[src/sv/rotation_matrix_to_euler_unit_defines.svh]
// ----------------------------------------------------------------------------
// rotation matrix to euler unit assertion macros
// concurrent assertion wrappers, removed when NO_ASSERTIONS is defined
// ----------------------------------------------------------------------------
`ifndef ROTATION_MATRIX_TO_EULER_UNIT_DEFINES_SVH
`define ROTATION_MATRIX_TO_EULER_UNIT_DEFINES_SVH

`ifndef NO_ASSERTIONS

// antecedent implies consequent in the same cycle, out of reset
`define RME_ASSERT_IMPL(lbl, ante, cons) \
  lbl: assert property (@(posedge clk) disable iff (!rst_n) (ante) |-> (cons)) \
    else $error("rme assertion failed");

// consequent holds in the cycle after reset is applied
`define RME_ASSERT_RST(lbl, cons) \
  lbl: assert property (@(posedge clk) !rst_n |=> (cons)) \
    else $error("rme reset assertion failed");

`else

`define RME_ASSERT_IMPL(lbl, ante, cons)
`define RME_ASSERT_RST(lbl, cons)

`endif

`endif

[src/sv/rme_pkg.sv]
// ----------------------------------------------------------------------------
// rme_pkg
// types, constants and cordic helpers shared by the euler angle datapath
// ----------------------------------------------------------------------------
package rme_pkg;

  localparam int CORDIC_STAGES = 16;
  localparam int MAX_STAGES    = 24;
  localparam int NUM_STAGES    = (CORDIC_STAGES < MAX_STAGES) ? CORDIC_STAGES : MAX_STAGES;
  localparam int STG_W         = 5;

  localparam int IN_W     = 16;
  localparam int IN_SHIFT = 14;
  localparam int DW       = 34;
  localparam int ZW       = 35;

  localparam int YAW_W   = 17;
  localparam int PITCH_W = 15;
  localparam int ROLL_W  = 16;
  localparam int Q_W     = 20;

  localparam logic signed [Q_W-1:0] YAW_MIN   = -20'sd25736;
  localparam logic signed [Q_W-1:0] YAW_MAX   = 20'sd51471;
  localparam logic signed [Q_W-1:0] PITCH_MIN = -20'sd12868;
  localparam logic signed [Q_W-1:0] PITCH_MAX = 20'sd12868;
  localparam logic signed [Q_W-1:0] ROLL_MIN  = -20'sd25736;
  localparam logic signed [Q_W-1:0] ROLL_MAX  = 20'sd25736;

  localparam logic signed [ZW-1:0] PI_Q30     = 35'sd3373259426;
  localparam logic signed [ZW-1:0] TWO_PI_Q30 = 35'sd6746518852;
  localparam logic [29:0]          INV_GAIN_Q30 = 30'd652032874;
  localparam logic [28:0]          DEG_MUL_Q16  = 29'd480631834;

  localparam int CFG_IDX_W = 1;
  typedef enum logic [CFG_IDX_W-1:0] {
    CFG_WRAP_YAW,
    CFG_DEG_UNITS
  } cfg_idx_t;

  typedef logic signed [DW-1:0] dat_t;
  typedef logic signed [ZW-1:0] ang_t;
  typedef logic [STG_W-1:0]     stg_t;

  typedef struct packed {
    dat_t x;
    dat_t y;
  } pair_t;

  typedef struct packed {
    dat_t x;
    dat_t y;
    ang_t z;
    logic done;
  } vec_t;

  typedef struct packed {
    vec_t  v;
    pair_t c0;
    pair_t c1;
    dat_t  nz;
  } yaw_t;

  typedef struct packed {
    dat_t px;
    dat_t py;
    dat_t rx;
    dat_t ry;
    ang_t yaw;
  } gain_t;

  typedef struct packed {
    vec_t p;
    vec_t r;
    ang_t yaw;
  } pr_t;

  function automatic ang_t atan_q30(stg_t i);
    ang_t a;
    case (i)
      5'd0:    a = 35'sh3243F6A8;
      5'd1:    a = 35'sh1DAC6705;
      5'd2:    a = 35'sh0FADBAFC;
      5'd3:    a = 35'sh07F56EA6;
      5'd4:    a = 35'sh03FEAB76;
      5'd5:    a = 35'sh01FFD55B;
      5'd6:    a = 35'sh00FFFAAA;
      5'd7:    a = 35'sh007FFF55;
      5'd8:    a = 35'sh003FFFEA;
      5'd9:    a = 35'sh001FFFFD;
      5'd10:   a = 35'sh000FFFFF;
      5'd11:   a = 35'sh0007FFFF;
      5'd12:   a = 35'sh0003FFFF;
      5'd13:   a = 35'sh0001FFFF;
      5'd14:   a = 35'sh0000FFFF;
      5'd15:   a = 35'sh00007FFF;
      5'd16:   a = 35'sh00003FFF;
      5'd17:   a = 35'sh00001FFF;
      5'd18:   a = 35'sh00000FFF;
      5'd19:   a = 35'sh000007FF;
      5'd20:   a = 35'sh000003FF;
      5'd21:   a = 35'sh000001FF;
      5'd22:   a = 35'sh000000FF;
      5'd23:   a = 35'sh0000007F;
      default: a = '0;
    endcase
    return a;
  endfunction

  function automatic dat_t widen_in(logic signed [IN_W-1:0] v);
    dat_t r;
    r = dat_t'(v);
    return r <<< IN_SHIFT;
  endfunction

  // half-plane fold and zero check ahead of the micro-rotations
  function automatic vec_t cordic_start(dat_t x, dat_t y);
    vec_t v;
    logic neg;
    neg    = x[DW-1];
    v.x    = neg ? -x : x;
    v.y    = neg ? -y : y;
    v.z    = neg ? (y[DW-1] ? -PI_Q30 : PI_Q30) : '0;
    v.done = (y == '0);
    return v;
  endfunction

  function automatic pair_t micro_rot(pair_t p, logic up, stg_t i);
    pair_t r;
    dat_t  ax;
    dat_t  ay;
    dat_t  sx;
    dat_t  sy;
    ax  = p.x;
    ay  = p.y;
    sx  = ax >>> i;
    sy  = ay >>> i;
    r.x = up ? ax + sy : ax - sy;
    r.y = up ? ay - sx : ay + sx;
    return r;
  endfunction

  function automatic vec_t cordic_step(vec_t v, stg_t i);
    vec_t  r;
    pair_t p;
    logic  up;
    r   = v;
    up  = !v.y[DW-1];
    p.x = v.x;
    p.y = v.y;
    p   = micro_rot(p, up, i);
    if (!v.done) begin
      r.x = p.x;
      r.y = p.y;
      r.z = up ? v.z + atan_q30(i) : v.z - atan_q30(i);
    end
    return r;
  endfunction

endpackage

[src/sv/rme_yaw_cell.sv]
// ----------------------------------------------------------------------------
// rme_yaw_cell
// one yaw cordic stage, rotating both companion columns alongside
// ----------------------------------------------------------------------------
module rme_yaw_cell import rme_pkg::*; (
  input  logic clk,
  input  logic rst_n,
  input  stg_t stage,
  input  logic in_valid,
  output logic in_ready,
  input  yaw_t in_data,
  output logic out_valid,
  input  logic out_ready,
  output yaw_t out_data
);

  yaw_t data_r, data_nxt;
  logic valid_r;
  logic up;

  always_comb begin
    up       = !in_data.v.y[DW-1];
    data_nxt = in_data;
    data_nxt.v = cordic_step(in_data.v, stage);
    if (!in_data.v.done) begin
      data_nxt.c0 = micro_rot(in_data.c0, up, stage);
      data_nxt.c1 = micro_rot(in_data.c1, up, stage);
    end
  end

  assign in_ready  = !valid_r || out_ready;
  assign out_valid = valid_r;
  assign out_data  = data_r;

  always_ff @(posedge clk) begin
    if (!rst_n) begin
      valid_r <= 1'b0;
    end else if (in_ready) begin
      valid_r <= in_valid;
    end
  end

  always_ff @(posedge clk) begin
    if (in_ready && in_valid) begin
      data_r <= data_nxt;
    end
  end

endmodule

[config.mk]
export PLATFORM = sky130hd
export DESIGN_NAME = rme_yaw_cell
export DESIGN_NICKNAME = d
export VERILOG_FILES = /design/src/sv/rotation_matrix_to_euler_unit_defines.svh /design/src/sv/rme_pkg.sv /design/src/sv/rme_yaw_cell.sv
export SDC_FILE = /design/constraint.sdc
export NUM_CORES = 2
export LEC_CHECK = 0
export ABC_AREA = 1
export BUFFER_PORTS_ARGS = -buffer_cell sky130_fd_sc_hd__buf_2
export CAP_MARGIN = 20
export CELL_PAD_IN_SITES_DETAIL_PLACEMENT = 0
export CELL_PAD_IN_SITES_GLOBAL_PLACEMENT = 1
export CORE_UTILIZATION = 45
export DETAILED_ROUTE_END_ITERATION = 10
export PLACE_DENSITY = 0.95
export SYNTH_ARGS = -nofsm -noshare
export SYNTH_HDL_FRONTEND = slang
export SYNTH_SLANG_ARGS = --single-unit
[constraint.sdc]
create_clock -name clk -period 41.8 [get_ports clk]
set_input_delay 0 -clock clk [delete_from_list [all_inputs] [get_ports clk]]
set_output_delay 0 -clock clk [all_outputs]
set_load 0.02 [all_outputs]
==> impl_metrics.csv <==
group,metric,value,unit
outcome,outcome,"completed",
global_routing,grt_max_degree,155,
worst_setup_path,worst_setup_path_start_kind,"primary input",
worst_setup_path,r2r_end,"out_data[153]",
sta,max_slew_margin,28.82,%
worst_hold_path,hold_class,"primary input to register",
placed_design,dp_cells,8454,
worst_setup_path,critPathKind,"primary input to register",
worst_hold_path,hp-start,"in_data[0]",
synth,netlist_instances,6978,
clocking,clock_path_buffers,3,
floorplanning,dieWidth,303.8,um
sta,finalCritPeriodShare,15.38,%
cells_and_area,final_area,48580,um2
detailed_routing,route.detailed.drc,0,
cells_and_area,register_area,8248,um2
detailed_routing,ant_nets,0,
global_routing,track_usage,36.30,%
synth,syn-cell-area,41000,um2
placed_design,hpwl,134200,um
floorplanning,num_io_pins,559,
detailed_routing,num_vias,50084,
power,leakagePower,24.65,nW
detailed_routing,wl,174600,um
worst_setup_path,max_stage_delay,710,ps
global_routing,grt_pass1_wl,265800,um
power,vdd_drop_max,0.00003301,V
sta,tns,0,ps
synth,synth_edf_count,274,
placed_design,placed_area,44240,um2
power,power.switching,707.7,uW
floorplanning,dieArea,92320,um2
sta,fmax,155.5,MHz
detailed_routing,drt_pass1_iterations,6,
clocking,cts_made_buffers,31,
worst_setup_path,r2r_cells,3,
placed_design,port_buffers,558,
worst_hold_path,holdPathStages,2,
synth,synth_top_area_cell,"nand2_1",
synth,avgSynthCellArea,5.876,um2
synth,ys.flop_type,"edfxtp_1",
synth,synth_top_area_share,23.12,%
clocking,cts.sinks,275,
worst_setup_path,critPathTopFamily,"buffers and inverters",
power,combPwrFrac,57.3,%
worst_setup_path,critPathMaxFanout,65,
worst_setup_path,critPathArrivalTime,6820,ps
detailed_routing,viasPerCell,5.666,
run,drv_cap,0,
sta,clock_skew,6.682,ps
cells_and_area,multi_input_area,29120,um2
cells_and_area,n_fill_cell,9220,
floorplanning,rows,110,
floorplanning,die_h,303.8,um
worst_setup_path,worstPathRequired,42190,ps
sta,slew_violations,0,
worst_setup_path,regToRegSetupSlack,39160,ps
synth,yosysUniqueCellTypes,58,
sta,hold_viol_final,0,
global_routing,antenna_found_initial,2,
worst_setup_path,worst_setup_path_end_kind,"register",
sta,timing.final.crit_period,6430,ps
power,swShare,46.63,%
synth,yosysSeqAreaShare,20.12,%
worst_setup_path,crit_buf_inv,9,
clocking,worst_skew_pair.late_latency,640,ps
cells_and_area,final_nets,8175,
clocking,cts_max_level,1,
floorplanning,start_util,45.48,%
clocking,root_buffer,"clkbuf_16",
cells_and_area,syn2layout_area_growth,18.49,%
cells_and_area,fin_cells,8840,
synth,synthArstFlopShare,0,%
detailed_routing,drtIter0Drc,5072,
global_routing,grt_overflow,0,
power,p_clk_share,19.2,%
sta,hold_ws,80.52,ps
floorplanning,core_area,90150,um2
sta,worst_pin_slew,1068,ps
sta,finalSetupViolCount,0,
worst_setup_path,crit_slowest_cell,"buf_4",
clocking,cts_tree,"yes",
worst_hold_path,min_to,"out_data[0]",
power,internal-power,810.1,uW
global_routing,grt_pass1_vias,46581,
detailed_routing,wire_per_inst,19.76,um
synth,yosysWarnings,0,
clocking,cts_resized,0,
cells_and_area,drive_gt1_share,11.37,%
placed_design,gp_congestion,1.038,
synth,ys_ff_latch,275,
sta,rsz0062_at_grt,"no",
power,seqPwrFrac,23.6,%
synth,syn_nets,7515,
power,power_density,31.24,nW/um2
clocking,clk_pin_slew,70,ps
worst_setup_path,rr_startpoint,"out_valid",
synth,synthTopCellsByArea,"nand2_1, edfxtp_1, nand3_1",
-- area by class of cell --
cell class              count  share of cell area [%]
diodes                      1                0.005151
clock buffers              36                   1.635
clock inverters            22                  0.5460
inverters                 622                   4.863
multi-input cells        5795                   59.93
flip-flops and latches    275                   16.98
well taps                1176                   3.029
repair buffers            913                   13.01
-- layout by cell type, fill, tap and decap left out, drive strengths merged, types with 10 or more instances in the layout --
cell type / count
a2111oi: 10
a21boi: 18
a21o: 25
a21oi: 337
a31oi: 91
and2: 10
buf: 586
clkbuf: 36
clkinv: 16
dlygate4sd3: 327
edfxtp: 274
ha: 247
inv: 619
nand2: 2534
nand3: 1048
nand3b: 22
nand4: 54
nor2: 494
nor3: 38
nor4: 21
o211ai: 31
o21a: 18
o21ai: 360
o21bai: 19
o221ai: 10
or2: 162
xnor2: 88
xor2: 117
-- power by group through the flow --
stage          combinational (mW)  sequential (mW)  clock [mW]
6_report                    0.869            0.357       0.291
5_1_grt                     0.958            0.360       0.304
4_1_cts                     0.853            0.357       0.297
3_5_place_dp                0.823            0.362           0
3_3_place_gp                0.819            0.362           0
2_1_floorplan               0.549            0.411           0
-- flip-flops by register name (all words and copies together), names as in the netlist --
signal and cells:
out_valid 1, out_data 274
-- metrics by stage --
step | utilization [%] | worst slack (ps) | power (mW)
finish | 53.89 | 35370 | 1.518
global route | 53.89 | 35060 | 1.622
CTS | 53.89 | 35620 | 1.507
detailed placement | 49.08 | 35210 | 1.186
global placement | 49.08 | 35340 | 1.181
floorplan | - | 27230 | 0.9598
-- cells by family after synthesis --
group | after synthesis | share of synthesized area (%)
flops | 275 | 20.12
buf+inv | 908 | 8.994
xor+xnor | 205 | 4.379
mux | 3 | 0.07325
compound gates | 948 | 13.03
simple gates | 4385 | 45.53
fa+ha+maj | 254 | 7.880
-- timing repair --
action / in CTS / in global routing
hold buffers: 327 / 0
hold endpoints to repair: 295 / 0
buffers inserted: 0 / 0
-- routing by layer --
metal  global-route usage (%)  share of wire (%)
met2                    62.68                 48
met5                        0             0.0069
met3                    3.691                6.7
met4                    15.32                4.4
met1                    45.95                 41
-- worst reg2reg max path: stages, from the launching register on --
cell and delay, ps:
dfxtp_1 340, a21oi_4 200, buf_4 640, buf_4 920
-- cell usage after synthesis (all sizes together) (2+ instances only) --
cell        n
nand2    2534
nand3    1048
inv       618
nor2      494
o21ai     360
a21oi     337
edfxtp    274
ha        247
buf       177
or2       162
xor2      117
clkbuf    109
a31oi      91
xnor2      88
nand4      54
nor3       38
o211ai     31
a21o       25
nand3b     22
nor4       21
o21bai     19
a21boi     18
o21a       18
a2111oi    10
and2       10
o221ai     10
o22ai       8
o31ai       8
fa          7
a221oi      5
clkinv      4
mux2i       3
nor3b       2
o221a       2
o41ai       2
-- how the worst max path moves through the flow --
stage | start | end | cells after the start
global route | stage[2] | out_data[235] | 33
detailed placement | stage[2] | out_data[135] | 33
CTS | stage[2] | out_data[235] | 33
finish | stage[2] | out_data[235] | 33
global placement | stage[0] | out_data[266] | 30
floorplan | out_valid | out_data[0] | 1
Power figures use the tool's default switching activity.
