**config.mk**
```make
export PLATFORM = sky130hd
export DESIGN_NAME = rme_gain
export DESIGN_NICKNAME = d
export VERILOG_FILES = /design/src/sv/rotation_matrix_to_euler_unit_defines.svh /design/src/sv/rme_pkg.sv /design/src/sv/rme_gain.sv
export SDC_FILE = /design/constraint.sdc
export NUM_CORES = 2
export LEC_CHECK = 0
export ABC_AREA = 1
export BUFFER_PORTS_ARGS = -buffer_cell sky130_fd_sc_hd__buf_2
export CAP_MARGIN = 20
export CORE_MARGIN = 2
export CORE_UTILIZATION = 60
export DETAILED_ROUTE_END_ITERATION = 16
export PLACE_DENSITY = 0.88
export SYNTH_ARGS = -nofsm -noshare
export SYNTH_HDL_FRONTEND = slang
export SYNTH_SLANG_ARGS = --single-unit
```
**constraint.sdc**
```tcl
create_clock -name clk -period 10.6 [get_ports clk]
set_input_delay 0.53 -clock clk [delete_from_list [all_inputs] [get_ports clk]]
set_output_delay 0.53 -clock clk [all_outputs]
set_load 0.1 [all_outputs]
```
**src/sv/rotation_matrix_to_euler_unit_defines.svh**
```systemverilog
// ----------------------------------------------------------------------------
// rotation matrix to euler unit assertion macros
// concurrent assertion wrappers, removed when NO_ASSERTIONS is defined
// ----------------------------------------------------------------------------
`ifndef ROTATION_MATRIX_TO_EULER_UNIT_DEFINES_SVH
`define ROTATION_MATRIX_TO_EULER_UNIT_DEFINES_SVH

`ifndef NO_ASSERTIONS

// antecedent implies consequent in the same cycle, out of reset
`define RME_ASSERT_IMPL(lbl, ante, cons) \
  lbl: assert property (@(posedge clk) disable iff (!rst_n) (ante) |-> (cons)) \
    else $error("rme assertion failed");

// consequent holds in the cycle after reset is applied
`define RME_ASSERT_RST(lbl, cons) \
  lbl: assert property (@(posedge clk) !rst_n |=> (cons)) \
    else $error("rme reset assertion failed");

`else

`define RME_ASSERT_IMPL(lbl, ante, cons)
`define RME_ASSERT_RST(lbl, cons)

`endif

`endif

```
**src/sv/rme_pkg.sv**
```systemverilog
// ----------------------------------------------------------------------------
// rme_pkg
// types, constants and cordic helpers shared by the euler angle datapath
// ----------------------------------------------------------------------------
package rme_pkg;

  localparam int CORDIC_STAGES = 16;
  localparam int MAX_STAGES    = 24;
  localparam int NUM_STAGES    = (CORDIC_STAGES < MAX_STAGES) ? CORDIC_STAGES : MAX_STAGES;
  localparam int STG_W         = 5;

  localparam int IN_W     = 16;
  localparam int IN_SHIFT = 14;
  localparam int DW       = 34;
  localparam int ZW       = 35;

  localparam int YAW_W   = 17;
  localparam int PITCH_W = 15;
  localparam int ROLL_W  = 16;
  localparam int Q_W     = 20;

  localparam logic signed [Q_W-1:0] YAW_MIN   = -20'sd25736;
  localparam logic signed [Q_W-1:0] YAW_MAX   = 20'sd51471;
  localparam logic signed [Q_W-1:0] PITCH_MIN = -20'sd12868;
  localparam logic signed [Q_W-1:0] PITCH_MAX = 20'sd12868;
  localparam logic signed [Q_W-1:0] ROLL_MIN  = -20'sd25736;
  localparam logic signed [Q_W-1:0] ROLL_MAX  = 20'sd25736;

  localparam logic signed [ZW-1:0] PI_Q30     = 35'sd3373259426;
  localparam logic signed [ZW-1:0] TWO_PI_Q30 = 35'sd6746518852;
  localparam logic [29:0]          INV_GAIN_Q30 = 30'd652032874;
  localparam logic [28:0]          DEG_MUL_Q16  = 29'd480631834;

  localparam int CFG_IDX_W = 1;
  typedef enum logic [CFG_IDX_W-1:0] {
    CFG_WRAP_YAW,
    CFG_DEG_UNITS
  } cfg_idx_t;

  typedef logic signed [DW-1:0] dat_t;
  typedef logic signed [ZW-1:0] ang_t;
  typedef logic [STG_W-1:0]     stg_t;

  typedef struct packed {
    dat_t x;
    dat_t y;
  } pair_t;

  typedef struct packed {
    dat_t x;
    dat_t y;
    ang_t z;
    logic done;
  } vec_t;

  typedef struct packed {
    vec_t  v;
    pair_t c0;
    pair_t c1;
    dat_t  nz;
  } yaw_t;

  typedef struct packed {
    dat_t px;
    dat_t py;
    dat_t rx;
    dat_t ry;
    ang_t yaw;
  } gain_t;

  typedef struct packed {
    vec_t p;
    vec_t r;
    ang_t yaw;
  } pr_t;

  function automatic ang_t atan_q30(stg_t i);
    ang_t a;
    case (i)
      5'd0:    a = 35'sh3243F6A8;
      5'd1:    a = 35'sh1DAC6705;
      5'd2:    a = 35'sh0FADBAFC;
      5'd3:    a = 35'sh07F56EA6;
      5'd4:    a = 35'sh03FEAB76;
      5'd5:    a = 35'sh01FFD55B;
      5'd6:    a = 35'sh00FFFAAA;
      5'd7:    a = 35'sh007FFF55;
      5'd8:    a = 35'sh003FFFEA;
      5'd9:    a = 35'sh001FFFFD;
      5'd10:   a = 35'sh000FFFFF;
      5'd11:   a = 35'sh0007FFFF;
      5'd12:   a = 35'sh0003FFFF;
      5'd13:   a = 35'sh0001FFFF;
      5'd14:   a = 35'sh0000FFFF;
      5'd15:   a = 35'sh00007FFF;
      5'd16:   a = 35'sh00003FFF;
      5'd17:   a = 35'sh00001FFF;
      5'd18:   a = 35'sh00000FFF;
      5'd19:   a = 35'sh000007FF;
      5'd20:   a = 35'sh000003FF;
      5'd21:   a = 35'sh000001FF;
      5'd22:   a = 35'sh000000FF;
      5'd23:   a = 35'sh0000007F;
      default: a = '0;
    endcase
    return a;
  endfunction

  function automatic dat_t widen_in(logic signed [IN_W-1:0] v);
    dat_t r;
    r = dat_t'(v);
    return r <<< IN_SHIFT;
  endfunction

  // half-plane fold and zero check ahead of the micro-rotations
  function automatic vec_t cordic_start(dat_t x, dat_t y);
    vec_t v;
    logic neg;
    neg    = x[DW-1];
    v.x    = neg ? -x : x;
    v.y    = neg ? -y : y;
    v.z    = neg ? (y[DW-1] ? -PI_Q30 : PI_Q30) : '0;
    v.done = (y == '0);
    return v;
  endfunction

  function automatic pair_t micro_rot(pair_t p, logic up, stg_t i);
    pair_t r;
    dat_t  ax;
    dat_t  ay;
    dat_t  sx;
    dat_t  sy;
    ax  = p.x;
    ay  = p.y;
    sx  = ax >>> i;
    sy  = ay >>> i;
    r.x = up ? ax + sy : ax - sy;
    r.y = up ? ay - sx : ay + sx;
    return r;
  endfunction

  function automatic vec_t cordic_step(vec_t v, stg_t i);
    vec_t  r;
    pair_t p;
    logic  up;
    r   = v;
    up  = !v.y[DW-1];
    p.x = v.x;
    p.y = v.y;
    p   = micro_rot(p, up, i);
    if (!v.done) begin
      r.x = p.x;
      r.y = p.y;
      r.z = up ? v.z + atan_q30(i) : v.z - atan_q30(i);
    end
    return r;
  endfunction

endpackage

```
**src/sv/rme_gain.sv**
```systemverilog
// ----------------------------------------------------------------------------
// rme_gain
// cordic gain removal on the yaw magnitude, yaw wrap, pitch and roll setup
// ----------------------------------------------------------------------------
module rme_gain import rme_pkg::*; (
  input  logic  clk,
  input  logic  rst_n,
  input  logic  wrap_yaw,
  input  logic  in_valid,
  output logic  in_ready,
  input  yaw_t  in_data,
  output logic  out_valid,
  input  logic  out_ready,
  output gain_t out_data
);

  gain_t data_r, data_nxt;
  logic  valid_r;
  logic [DW+29:0] prod;

  always_comb begin
    prod = (DW+30)'(unsigned'(in_data.v.x)) * (DW+30)'(INV_GAIN_Q30);
    data_nxt.px = in_data.v.done ? in_data.v.x : dat_t'(prod[DW+29:30]);
    data_nxt.py = -in_data.nz;
    data_nxt.rx = in_data.c0.y;
    data_nxt.ry = -in_data.c1.y;
    data_nxt.yaw = (wrap_yaw && in_data.v.z[ZW-1]) ? in_data.v.z + TWO_PI_Q30 : in_data.v.z;
  end

  assign in_ready  = !valid_r || out_ready;
  assign out_valid = valid_r;
  assign out_data  = data_r;

  always_ff @(posedge clk) begin
    if (!rst_n) begin
      valid_r <= 1'b0;
    end else if (in_ready) begin
      valid_r <= in_valid;
    end
  end

  always_ff @(posedge clk) begin
    if (in_ready && in_valid) begin
      data_r <= data_nxt;
    end
  end

endmodule

```
==> impl_summary.md <==
Status
The run finished with clean final reports.

Yosys
By area the synthesized netlist is led by sky130_fd_sc_hd__fa_1, sky130_fd_sc_hd__edfxtp_1, sky130_fd_sc_hd__ha_1. The count of cell types in the netlist is 37. Counting every net in the synthesized netlist gives 4584. Among all flip-flop cells after synthesis, the most frequent one is sky130_fd_sc_hd__edfxtp_1. The share of the yosys chip area belonging to registers is 17.4%. The most area-hungry cell type in the Yosys netlist is sky130_fd_sc_hd__fa_1. During synthesis, Yosys emitted a total of 0 warnings. Yosys mapped a number of flops with a built-in enable equal to 171. The share of async-settable or async-resettable flops after synthesis is 0%. The synthesized netlist cell count is 3447.

The mean instance size in the synthesized netlist is 8.61 µm². In this run the cell area of the synthesized design comes to 29700 µm². The synthesized design devotes to its leading area cell type 33.0% of total area. Synthesis inferred 172 register bits.

Timing
For the final routed database, the setup TNS stands at 0 ns. The final count of hold timing violations is 0. Setup repair after global routing left no endpoint under its margin. The maximum clock rate is 137 MHz. For the pin with the worst max-slew slack, the measured transition is 1.03 ns. The number of slew-limit violations in the final report is 0. The worst path in the final design needs a cycle of 7.31 ns, including I/O delays and setup.

Measured against its own limit, the worst slew margin works out to 31.4%. Setup violations remaining at the end of the flow were counted as 0. For the final database, setup skew stands at 0.0192 ns. After layout, the worst path uses 69.0% of the clock period.

Worst hold path
The startpoint of the lowest-slack hold path is in_data[125]. The number of cells on the worst hold path is 1. The tightest min-delay check is of the in -> reg type. The path with the worst hold slack has its endpoint at out_data[92].

Critical path
Along the worst path, the maximum fanout reaches 7. The internal reg-to-reg setup slack is 8.82 ns. For the worst flop-to-flop path, the logic depth is 2. The maximum single-stage delay on the critical path is 0.65 ns. The data arrival time at the worst-slack endpoint is 7.50 ns. In this run the critical register-to-register path is captured at out_data[7].

The worst setup path is launched from an input pin. The critical register-to-register path startpoint is out_valid. The type of element capturing the critical path is a register. The slowest stage of the critical path belongs to the cell sky130_fd_sc_hd__fa_1. The critical path is of the in -> reg type. At the worst endpoint, the required time is 10.79 ns. The most numerous cell on the critical path is sky130_fd_sc_hd__fa_1.

Layout
After filler insertion, the fill cell instance count of the layout stands at 3838. In the layout the commonest cells are sky130_fd_sc_hd__inv_1, sky130_fd_sc_hd__nand2_1, sky130_fd_sc_hd__fa_1. Across the whole layout, storage elements account for 5150 µm². The most common cell after layout, fill and taps aside is sky130_fd_sc_hd__inv_1. The net total in the final layout is 4944. In the final layout, the share of cells above drive strength 1 is 10.9%. The synthesis-to-finish area growth is 10.8%.

The area of combinational cells with multiple inputs is 20300 µm².

Place
Summed over all nets, the half-perimeter wirelength after detailed placement is 77.0 mm. The global placer's final weighted congestion is 1.05. Buffers placed on the I/O ports in this run total 349.

Floorplan
Row generation in the floorplan step produced 81 rows. Once the floorplan was initialized, standard cells occupied 60.7% of the core. The die area is 51200 µm². The top-level I/O count is 452. The core region is 48800 µm². The die height is 226 µm. Measured along the x axis, the die boundary spans 226 µm.

Clock network
After clock tree synthesis, the repair step resized 0 gates. The hold-fix buffer count after cts is 0. TritonCTS built the clock tree. For this design, the sink count on the clock tree is 172. The insertion delay of the later-clocked pin in the worst-skew pair is 0.45 ns. The number of H-tree levels is 4. The post-CTS clock slew at the launch and capture registers of the worst setup and hold paths is 0.08 ns. The number of buffers created by CTS is 17.

The maximum count of clock buffers along a single path is 2. In this run the clock root is driven by a sky130_fd_sc_hd__clkbuf_16. Post-CTS timing repair inserted 0 buffers for setup.

Flow run
The number of maximum-capacitance constraint violations is 0.

Routing
Summed over all layers, the routed wires come to 89.4 mm. For this run, design rule violations remaining after detail routing come to 0. The final route contains 24103 vias. The detail route stage leaves a number of antenna-violating nets equal to 0.

The first TritonRoute pass finished after 6 iterations. The number of vias per cell is 5.37. The initial DRC count is 2373. In the final routed layout, each cell accounts on average for 19.9 µm.

GRT
Global routing consumed, over all layers together, 35.9% of the routing resources. The total overflow reported by the global router is 0. The number of global-route vias before repair is 25583.

The initial antenna violation count is 8. The pin count of the biggest net entering global routing is 172. The global-route wire length before repair is 137 mm.
## per-layer routing
| metal | vias to the layer above | routed length (µm) | track usage [%] |
|---|---|---|---|
| met2 | 1439 | 41400 | 58.5 |
| met5 | - | 27 | 0 |
| met3 | 375 | 9340 | 8.70 |
| li1 | 10896 | - | - |
| met4 | 4 | 6370 | 21.4 |
| met1 | 11389 | 32300 | 43.4 |
## area by class of cell
cell class	count	share of cell area, %
clock inverters	15	0.582
clock buffers	17	1.29
repair buffers	350	5.37
diodes	7	0.0533
multi-input cells	2145	61.7
well taps	664	2.53
inverters	1121	12.8
flip-flops and latches	172	15.7
## worst max-delay path by stage
stage / slack [ns] / startpoint / cells past startpoint / end
after floorplan: 0.79 / out_valid / 1 / out_data[0]
after global placement: 3.05 / in_data[254] / 27 / out_data[146]
after detailed placement: 2.99 / in_data[254] / 24 / out_data[142]
after CTS: 3.42 / in_data[254] / 24 / out_data[142]
after global routing: 3.11 / in_data[255] / 27 / out_data[169]
final: 3.29 / in_data[254] / 26 / out_data[167]
## synthesized netlist by cell type, types with 7 or more instances
master                     instances
sky130_fd_sc_hd__nand4_1          26
sky130_fd_sc_hd__nand2_1         655
sky130_fd_sc_hd__inv_1          1110
sky130_fd_sc_hd__inv_2             9
sky130_fd_sc_hd__nor3_1           27
sky130_fd_sc_hd__nor2_2            9
sky130_fd_sc_hd__xnor2_1          18
sky130_fd_sc_hd__nor2_1          221
sky130_fd_sc_hd__o21bai_1         10
sky130_fd_sc_hd__a21oi_1          64
sky130_fd_sc_hd__o21ai_0          20
sky130_fd_sc_hd__nand3_1         119
sky130_fd_sc_hd__edfxtp_1        171
sky130_fd_sc_hd__nor4_1            7
sky130_fd_sc_hd__fa_1            489
sky130_fd_sc_hd__xor2_1           69
sky130_fd_sc_hd__ha_1            369
## registers in the layout, indices dropped and copies added, names as in the netlist
name       cells
out_valid      1
out_data     171
## worst max-delay path, delay by kind of cell
kind                     cells  cell delay [ns]
AND/OR/NAND/NOR             10             1.38
adder cells (fa/ha/maj)      9             4.58
buffers and inverters        7             0.98
## per-stage QoR
stage / instance area, µm² / hold slack, ns / instances / setup WS (ns) / util, %
6_report: 32900 / 0.255 / 4491 / 3.29 / 67.3
5_1_grt: 32900 / 0.232 / 4488 / 3.11 / 67.3
4_1_cts: 32900 / 0.246 / 4484 / 3.42 / 67.3
3_5_place_dp: 32200 / 0.577 / 4452 / 2.99 / 66.0
3_3_place_gp: 32200 / 0.528 / 4452 / 3.05 / 66.0
2_1_floorplan: 29700 / 0.629 / 3447 / 0.786 / -
## kinds of logic (layout without fill, tap and decap cells)
family                     count (synthesis)  count (layout)  synth area share [%]
DFF                                      172             172                  17.4
AOI/OAI and AO/OA                        109             109                  2.00
xor gates and xnor gates                  87              87                  2.57
adders and majority gates                858             858                  48.6
other                                      0               7                     0
buffers and inverters                   1130            1503                  14.3
and+or+nand+nor                         1091            1091                  15.2
Power is left out: the tool's default activity adds up to more than one toggle a clock period on the data nets, which glitch-free logic cannot reach.
