`src/sv/rotation_matrix_to_euler_unit_defines.svh`:
```
// ----------------------------------------------------------------------------
// rotation matrix to euler unit assertion macros
// concurrent assertion wrappers, removed when NO_ASSERTIONS is defined
// ----------------------------------------------------------------------------
`ifndef ROTATION_MATRIX_TO_EULER_UNIT_DEFINES_SVH
`define ROTATION_MATRIX_TO_EULER_UNIT_DEFINES_SVH

`ifndef NO_ASSERTIONS

// antecedent implies consequent in the same cycle, out of reset
`define RME_ASSERT_IMPL(lbl, ante, cons) \
  lbl: assert property (@(posedge clk) disable iff (!rst_n) (ante) |-> (cons)) \
    else $error("rme assertion failed");

// consequent holds in the cycle after reset is applied
`define RME_ASSERT_RST(lbl, cons) \
  lbl: assert property (@(posedge clk) !rst_n |=> (cons)) \
    else $error("rme reset assertion failed");

`else

`define RME_ASSERT_IMPL(lbl, ante, cons)
`define RME_ASSERT_RST(lbl, cons)

`endif

`endif

```
`src/sv/rme_pkg.sv`:
```
// ----------------------------------------------------------------------------
// rme_pkg
// types, constants and cordic helpers shared by the euler angle datapath
// ----------------------------------------------------------------------------
package rme_pkg;

  localparam int CORDIC_STAGES = 16;
  localparam int MAX_STAGES    = 24;
  localparam int NUM_STAGES    = (CORDIC_STAGES < MAX_STAGES) ? CORDIC_STAGES : MAX_STAGES;
  localparam int STG_W         = 5;

  localparam int IN_W     = 16;
  localparam int IN_SHIFT = 14;
  localparam int DW       = 34;
  localparam int ZW       = 35;

  localparam int YAW_W   = 17;
  localparam int PITCH_W = 15;
  localparam int ROLL_W  = 16;
  localparam int Q_W     = 20;

  localparam logic signed [Q_W-1:0] YAW_MIN   = -20'sd25736;
  localparam logic signed [Q_W-1:0] YAW_MAX   = 20'sd51471;
  localparam logic signed [Q_W-1:0] PITCH_MIN = -20'sd12868;
  localparam logic signed [Q_W-1:0] PITCH_MAX = 20'sd12868;
  localparam logic signed [Q_W-1:0] ROLL_MIN  = -20'sd25736;
  localparam logic signed [Q_W-1:0] ROLL_MAX  = 20'sd25736;

  localparam logic signed [ZW-1:0] PI_Q30     = 35'sd3373259426;
  localparam logic signed [ZW-1:0] TWO_PI_Q30 = 35'sd6746518852;
  localparam logic [29:0]          INV_GAIN_Q30 = 30'd652032874;
  localparam logic [28:0]          DEG_MUL_Q16  = 29'd480631834;

  localparam int CFG_IDX_W = 1;
  typedef enum logic [CFG_IDX_W-1:0] {
    CFG_WRAP_YAW,
    CFG_DEG_UNITS
  } cfg_idx_t;

  typedef logic signed [DW-1:0] dat_t;
  typedef logic signed [ZW-1:0] ang_t;
  typedef logic [STG_W-1:0]     stg_t;

  typedef struct packed {
    dat_t x;
    dat_t y;
  } pair_t;

  typedef struct packed {
    dat_t x;
    dat_t y;
    ang_t z;
    logic done;
  } vec_t;

  typedef struct packed {
    vec_t  v;
    pair_t c0;
    pair_t c1;
    dat_t  nz;
  } yaw_t;

  typedef struct packed {
    dat_t px;
    dat_t py;
    dat_t rx;
    dat_t ry;
    ang_t yaw;
  } gain_t;

  typedef struct packed {
    vec_t p;
    vec_t r;
    ang_t yaw;
  } pr_t;

  function automatic ang_t atan_q30(stg_t i);
    ang_t a;
    case (i)
      5'd0:    a = 35'sh3243F6A8;
      5'd1:    a = 35'sh1DAC6705;
      5'd2:    a = 35'sh0FADBAFC;
      5'd3:    a = 35'sh07F56EA6;
      5'd4:    a = 35'sh03FEAB76;
      5'd5:    a = 35'sh01FFD55B;
      5'd6:    a = 35'sh00FFFAAA;
      5'd7:    a = 35'sh007FFF55;
      5'd8:    a = 35'sh003FFFEA;
      5'd9:    a = 35'sh001FFFFD;
      5'd10:   a = 35'sh000FFFFF;
      5'd11:   a = 35'sh0007FFFF;
      5'd12:   a = 35'sh0003FFFF;
      5'd13:   a = 35'sh0001FFFF;
      5'd14:   a = 35'sh0000FFFF;
      5'd15:   a = 35'sh00007FFF;
      5'd16:   a = 35'sh00003FFF;
      5'd17:   a = 35'sh00001FFF;
      5'd18:   a = 35'sh00000FFF;
      5'd19:   a = 35'sh000007FF;
      5'd20:   a = 35'sh000003FF;
      5'd21:   a = 35'sh000001FF;
      5'd22:   a = 35'sh000000FF;
      5'd23:   a = 35'sh0000007F;
      default: a = '0;
    endcase
    return a;
  endfunction

  function automatic dat_t widen_in(logic signed [IN_W-1:0] v);
    dat_t r;
    r = dat_t'(v);
    return r <<< IN_SHIFT;
  endfunction

  // half-plane fold and zero check ahead of the micro-rotations
  function automatic vec_t cordic_start(dat_t x, dat_t y);
    vec_t v;
    logic neg;
    neg    = x[DW-1];
    v.x    = neg ? -x : x;
    v.y    = neg ? -y : y;
    v.z    = neg ? (y[DW-1] ? -PI_Q30 : PI_Q30) : '0;
    v.done = (y == '0);
    return v;
  endfunction

  function automatic pair_t micro_rot(pair_t p, logic up, stg_t i);
    pair_t r;
    dat_t  ax;
    dat_t  ay;
    dat_t  sx;
    dat_t  sy;
    ax  = p.x;
    ay  = p.y;
    sx  = ax >>> i;
    sy  = ay >>> i;
    r.x = up ? ax + sy : ax - sy;
    r.y = up ? ay - sx : ay + sx;
    return r;
  endfunction

  function automatic vec_t cordic_step(vec_t v, stg_t i);
    vec_t  r;
    pair_t p;
    logic  up;
    r   = v;
    up  = !v.y[DW-1];
    p.x = v.x;
    p.y = v.y;
    p   = micro_rot(p, up, i);
    if (!v.done) begin
      r.x = p.x;
      r.y = p.y;
      r.z = up ? v.z + atan_q30(i) : v.z - atan_q30(i);
    end
    return r;
  endfunction

endpackage

```
`src/sv/rme_conv.sv`:
```
// ----------------------------------------------------------------------------
// rme_conv
// q30 radians to output units: split product, round, sign and clamp
// ----------------------------------------------------------------------------
module rme_conv import rme_pkg::*; (
  input  logic                      clk,
  input  logic                      rst_n,
  input  logic                      deg_units,
  input  logic                      in_valid,
  output logic                      in_ready,
  input  pr_t                       in_data,
  output logic                      out_valid,
  input  logic                      out_ready,
  output logic signed [YAW_W-1:0]   out_yaw_angle,
  output logic signed [PITCH_W-1:0] out_pitch_angle,
  output logic signed [ROLL_W-1:0]  out_roll_angle
);

  localparam int NA    = 3;
  localparam int MAG_W = ZW;
  localparam int ML_W  = 17;
  localparam int MH_W  = MAG_W - ML_W;
  localparam int PLO_W = ML_W + 29;
  localparam int PHI_W = MH_W + 29;
  localparam int SUM_W = PHI_W + ML_W;
  localparam int DSH   = 46;
  localparam int RSH   = 17;
  localparam int MQ_W  = MAG_W + 1 - RSH;

  ang_t               zz [NA];
  logic [NA-1:0]      neg_nxt, neg_r;
  logic [MAG_W-1:0]   mag_nxt [NA];
  logic [MAG_W-1:0]   mag_r   [NA];
  logic [PLO_W-1:0]   plo_nxt [NA];
  logic [PLO_W-1:0]   plo_r   [NA];
  logic [PHI_W-1:0]   phi_nxt [NA];
  logic [PHI_W-1:0]   phi_r   [NA];
  logic               valid_a_r;
  logic               ready_a;

  logic [SUM_W-1:0]       dsum [NA];
  logic [MAG_W:0]         rsum [NA];
  logic [MQ_W-1:0]        mq   [NA];
  logic signed [Q_W-1:0]  q    [NA];
  logic signed [Q_W-1:0]  qc   [NA];
  logic signed [Q_W-1:0]  lo   [NA];
  logic signed [Q_W-1:0]  hi   [NA];

  logic                        valid_b_r;
  logic signed [YAW_W-1:0]     yaw_r;
  logic signed [PITCH_W-1:0]   pitch_r;
  logic signed [ROLL_W-1:0]    roll_r;

  // stage a: magnitude and partial products
  always_comb begin
    zz[0] = in_data.yaw;
    zz[1] = in_data.p.z;
    zz[2] = in_data.r.z;
    for (int k = 0; k < NA; k++) begin
      neg_nxt[k] = zz[k][ZW-1];
      mag_nxt[k] = neg_nxt[k] ? unsigned'(-zz[k]) : unsigned'(zz[k]);
      plo_nxt[k] = PLO_W'(mag_nxt[k][ML_W-1:0]) * PLO_W'(DEG_MUL_Q16);
      phi_nxt[k] = PHI_W'(mag_nxt[k][MAG_W-1:ML_W]) * PHI_W'(DEG_MUL_Q16);
    end
  end

  assign ready_a  = !valid_b_r || out_ready;
  assign in_ready = !valid_a_r || ready_a;

  always_ff @(posedge clk) begin
    if (!rst_n) begin
      valid_a_r <= 1'b0;
    end else if (in_ready) begin
      valid_a_r <= in_valid;
    end
  end

  always_ff @(posedge clk) begin
    if (in_ready && in_valid) begin
      neg_r <= neg_nxt;
      for (int k = 0; k < NA; k++) begin
        mag_r[k] <= mag_nxt[k];
        plo_r[k] <= plo_nxt[k];
        phi_r[k] <= phi_nxt[k];
      end
    end
  end

  // stage b: rounding, sign, clamp
  always_comb begin
    lo[0] = YAW_MIN;
    hi[0] = YAW_MAX;
    lo[1] = PITCH_MIN;
    hi[1] = PITCH_MAX;
    lo[2] = ROLL_MIN;
    hi[2] = ROLL_MAX;
    for (int k = 0; k < NA; k++) begin
      dsum[k] = {phi_r[k], {ML_W{1'b0}}} + SUM_W'(plo_r[k]) + (SUM_W'(1) << (DSH - 1));
      rsum[k] = (MAG_W+1)'(mag_r[k]) + ((MAG_W+1)'(1) << (RSH - 1));
      mq[k]   = deg_units ? MQ_W'(dsum[k][SUM_W-1:DSH]) : rsum[k][MAG_W:RSH];
      q[k]    = neg_r[k] ? -signed'(Q_W'(mq[k])) : signed'(Q_W'(mq[k]));
      if (q[k] < lo[k]) begin
        qc[k] = lo[k];
      end else if (q[k] > hi[k]) begin
        qc[k] = hi[k];
      end else begin
        qc[k] = q[k];
      end
    end
  end

  always_ff @(posedge clk) begin
    if (!rst_n) begin
      valid_b_r <= 1'b0;
    end else if (ready_a) begin
      valid_b_r <= valid_a_r;
    end
  end

  always_ff @(posedge clk) begin
    if (ready_a && valid_a_r) begin
      yaw_r   <= qc[0][YAW_W-1:0];
      pitch_r <= qc[1][PITCH_W-1:0];
      roll_r  <= qc[2][ROLL_W-1:0];
    end
  end

  assign out_valid       = valid_b_r;
  assign out_yaw_angle   = yaw_r;
  assign out_pitch_angle = pitch_r;
  assign out_roll_angle  = roll_r;

endmodule

```
`config.mk`:
```
export PLATFORM = sky130hd
export DESIGN_NAME = rme_conv
export DESIGN_NICKNAME = d
export VERILOG_FILES = /design/src/sv/rotation_matrix_to_euler_unit_defines.svh /design/src/sv/rme_pkg.sv /design/src/sv/rme_conv.sv
export SDC_FILE = /design/constraint.sdc
export NUM_CORES = 2
export LEC_CHECK = 0
export BUFFER_PORTS_ARGS = -buffer_cell sky130_fd_sc_hd__buf_2
export CAP_MARGIN = 20
export CORE_MARGIN = 2
export CORE_UTILIZATION = 56
export DETAILED_ROUTE_END_ITERATION = 7
export GPL_ROUTABILITY_DRIVEN = 0
export PLACE_DENSITY_LB_ADDON = 0.15
export SLEW_MARGIN = 10
export SYNTH_ARGS = -nofsm -noshare
export SYNTH_HDL_FRONTEND = slang
export SYNTH_SLANG_ARGS = --single-unit
```
`constraint.sdc`:
```
create_clock -name clk -period 14.4 [get_ports clk]
set_input_delay 0.72 -clock clk [delete_from_list [all_inputs] [get_ports clk]]
set_output_delay 0.72 -clock clk [all_outputs]
set_load 0.02 [all_outputs]
```
==> reports/results.ini <==
[logic_synthesis]
yosys.area_share.xor_xnor_pct = 5.33
synthDistinctLibCells = 90
synth_flop_cell = edfxtp_1
synth.area.top_cells = fa_1 (30%), ha_1 (24%), edfxtp_1 (14%)
synthMostInstantiatedCell = inv_1
synth_compound_gate_area_share_pct = 9.23
ys_async_sr_fraction_pct = 0
yosysTopAreaCellShare_pct = 29.6
post_synth_instance_area_um2 = 67400
post_synth_mux_area_share_pct = 0.317
post_synth_inst_count = 6690
syn-num-nets = 9218
synth_edf_count = 324
synthAdderAreaFrac_pct = 53.4
synth_seq_area_share_pct = 14.5
ys_seq_elements = 326
synth.top_cells.by_count = inv_1 (1666), ha_1 (1284), fa_1 (996)
ys.warnings.count = 0
syn-mean-instance-area_um2 = 10.1
synth_area_leader_cell = fa_1
post_synth_and_or_nand_nor_area_fraction_pct = 7.55
main_combinational_cell_family_by_area_after_synthesis = adder cells

[worst_setup_path]
r2r_cells = 19
worst_path_largest_cell_delay_ns = 0.91
rrSetupSlack_ns = 7.27
worst_path_top_cell_family_by_delay = adder cells
path_common_cell = fa_1
critical_path_class = in -> reg
cp_startpoint_kind = input port
cp_max_fo = 9
buffers_inverters_on_critical_path = 5
crit_path_end_kind = register
reg2reg_from = phi_r[0][14]
r2r_end = out_yaw_angle[6]
crit_slowest_cell = a311oi_1
worst-endpoint-required_ns = 14.71
critical_path_arrival_ns = 11.14

[grt]
grtUsageMet2_pct = 43.3
grt_max_degree = 78
grt_util_all_layers_pct = 28.2
grt_pass1_vias = 48700
globalRoute.totalOverflow = 0
grt_antenna_before_repair = 16
grt_first_pass_wirelength_um = 269000
gr-usage-met3_pct = 5.32
busiest_layer_in_global_routing = met2
met1_track_usage_gr_pct = 41.3

[layout]
register_cell_area_after_layout_um2 = 9770
multi_input_comb_area_um2 = 51200
area_delta_synth_final_pct = 6.69
drive_gt1_share_pct = 5.04
stdcell_area_um2 = 71900
fillers = 10200
postLayoutCoreUtil_pct = 60.1
design.final.nets = 9424

[cts]
post_cts_setup_repair_bufs = 0
cts_made_buffers = 40
cts.reportedPaths.clkPinSlew_ns = 0.06
tritoncts_num_sinks = 326
clock_latency_on_the_worst_skew_pair_ns = 0.59
cts_tree = built
cts_htree_levels = 2
cts_repair_resize_count = 0
cts-root-buf = clkbuf_16
cts-root-to-sink-buffers = 3
holdBufCountCts = 0

[timing]
maxSlewHeadroom_pct = 21.0
fin_worst_skew_ns = 0.0266
slew_violations = 0
final_hold_viol_count = 0
unrepaired_setup_endpoints_after_global_routing = false
period_needed_ns = 10.82
timing_limited_maximum_frequency_mhz = 92.4
transition_time_at_the_pin_with_the_least_slew_margin_ns = 1.18
period_share_pct = 75.2
setup-violations-final = 0
final.setup.tns_ns = 0

[routing]
dr_total_vias = 47500
first_iter_violations = 3351
avgViaCountPerCell = 5.56
drc = 0
drtAntennaViolNets = 0
wl_per_cell_um = 19.7
routed_wirelength_um = 168000
detailedRoute.firstPassIterationCount = 6

[floorplanning]
initial_utilization_pct = 56.3
ios = 298
design.core.area_um2 = 120000
floorplan.die.height_um = 351
rows = 127
full_die_area_um2 = 123000
die_x_um = 351

[hold_path]
hold_start = rst_n
hold-path-cell-count = 2
timing.hold.worst_endpoint = out_valid
hp-class = in -> reg

[placed_design]
postPlaceCellArea_um2 = 70500
dp_hpwl_um = 146000
buffer_ports.inserted = 159

[run_status]
run_status = finished, final reports clean

[run]
timing.max_cap.violations = 0

## metrics by stage
stage	setup WS [ns]	hold WS (ns)	instances
finish	3.58	0.359	8546
global route	2.98	0.350	8546
CTS	3.69	0.328	8535
detailed placement	3.14	0.534	8463
global placement	3.21	0.509	8463
floorplan	4.60	0.477	6690
## flip-flops by register name, summed over array words and instances (netlist names)
register         cells
out_roll_angle      16
neg_r                3
plo_r               84
out_pitch_angle     15
valid_a_r            1
out_yaw_angle       17
out_valid            1
phi_r              132
mag_r               57
## worst max path at each step
stage | from | to | slack [ns] | cells after the start
after detailed placement | in_data[36] | phi_r[0][137] | 3.14 | 30
after floorplan | in_data[38] | phi_r[0][134] | 4.60 | 36
after global placement | in_data[0] | phi_r[0][45] | 3.21 | 34
after global routing | in_data[8] | phi_r[0][45] | 2.98 | 33
after CTS | in_data[8] | phi_r[0][45] | 3.69 | 33
final | in_data[36] | phi_r[0][137] | 3.58 | 30
## layout make-up
type                       count  area share [%]
multi-input combinational   4629            71.1
sequential                   326            13.6
inverter                    1666            8.69
tap                         1612            2.80
timing repair buffer         233            1.88
clock buffer                  43            1.44
clock inverter                29           0.457
antenna                        8          0.0278
## cell usage in the layout (no fill, tap or decap), types with 33 or more instances in the layout
cell | synthesis | layout
inv_1 | 1666 | 1665
o31ai_1 | 49 | 49
o21ai_0 | 172 | 172
nand2_1 | 207 | 207
nand2b_1 | 51 | 51
buf_2 | 6 | 158
nor2_1 | 222 | 222
xnor2_1 | 274 | 270
fa_1 | 996 | 996
a31oi_1 | 40 | 40
o21a_1 | 66 | 66
xor2_1 | 136 | 136
nor2b_1 | 43 | 42
and3_1 | 40 | 40
a21oi_1 | 224 | 224
nor3_1 | 68 | 68
buf_4 | 0 | 73
or3_1 | 38 | 38
clkbuf_16 | 0 | 41
a21o_1 | 84 | 84
edfxtp_1 | 324 | 324
nand3_1 | 103 | 103
or4_1 | 33 | 33
nand4_1 | 58 | 58
ha_1 | 1284 | 1284
## cells by family (layout without fill, tap and decap cells)
family	after synthesis	after routing
and+or+nand+nor	987	987
AOI/OAI and AO/OA	931	931
muxes	21	21
adders and majority gates	2280	2280
buffers and inverters	1735	1971
xor gates and xnor gates	410	410
DFF	326	326
other	0	8
## metal layers
metal / up-vias / share of wire (%)
li1: 22500 / -
met1: 23300 / 46
met2: 1436 / 44
met3: 230 / 7.8
met4: 8 / 2.2
met5: - / 0.027
Power is left out: the tool's default activity adds up to more than one toggle a clock period on the data nets, which glitch-free logic cannot reach.
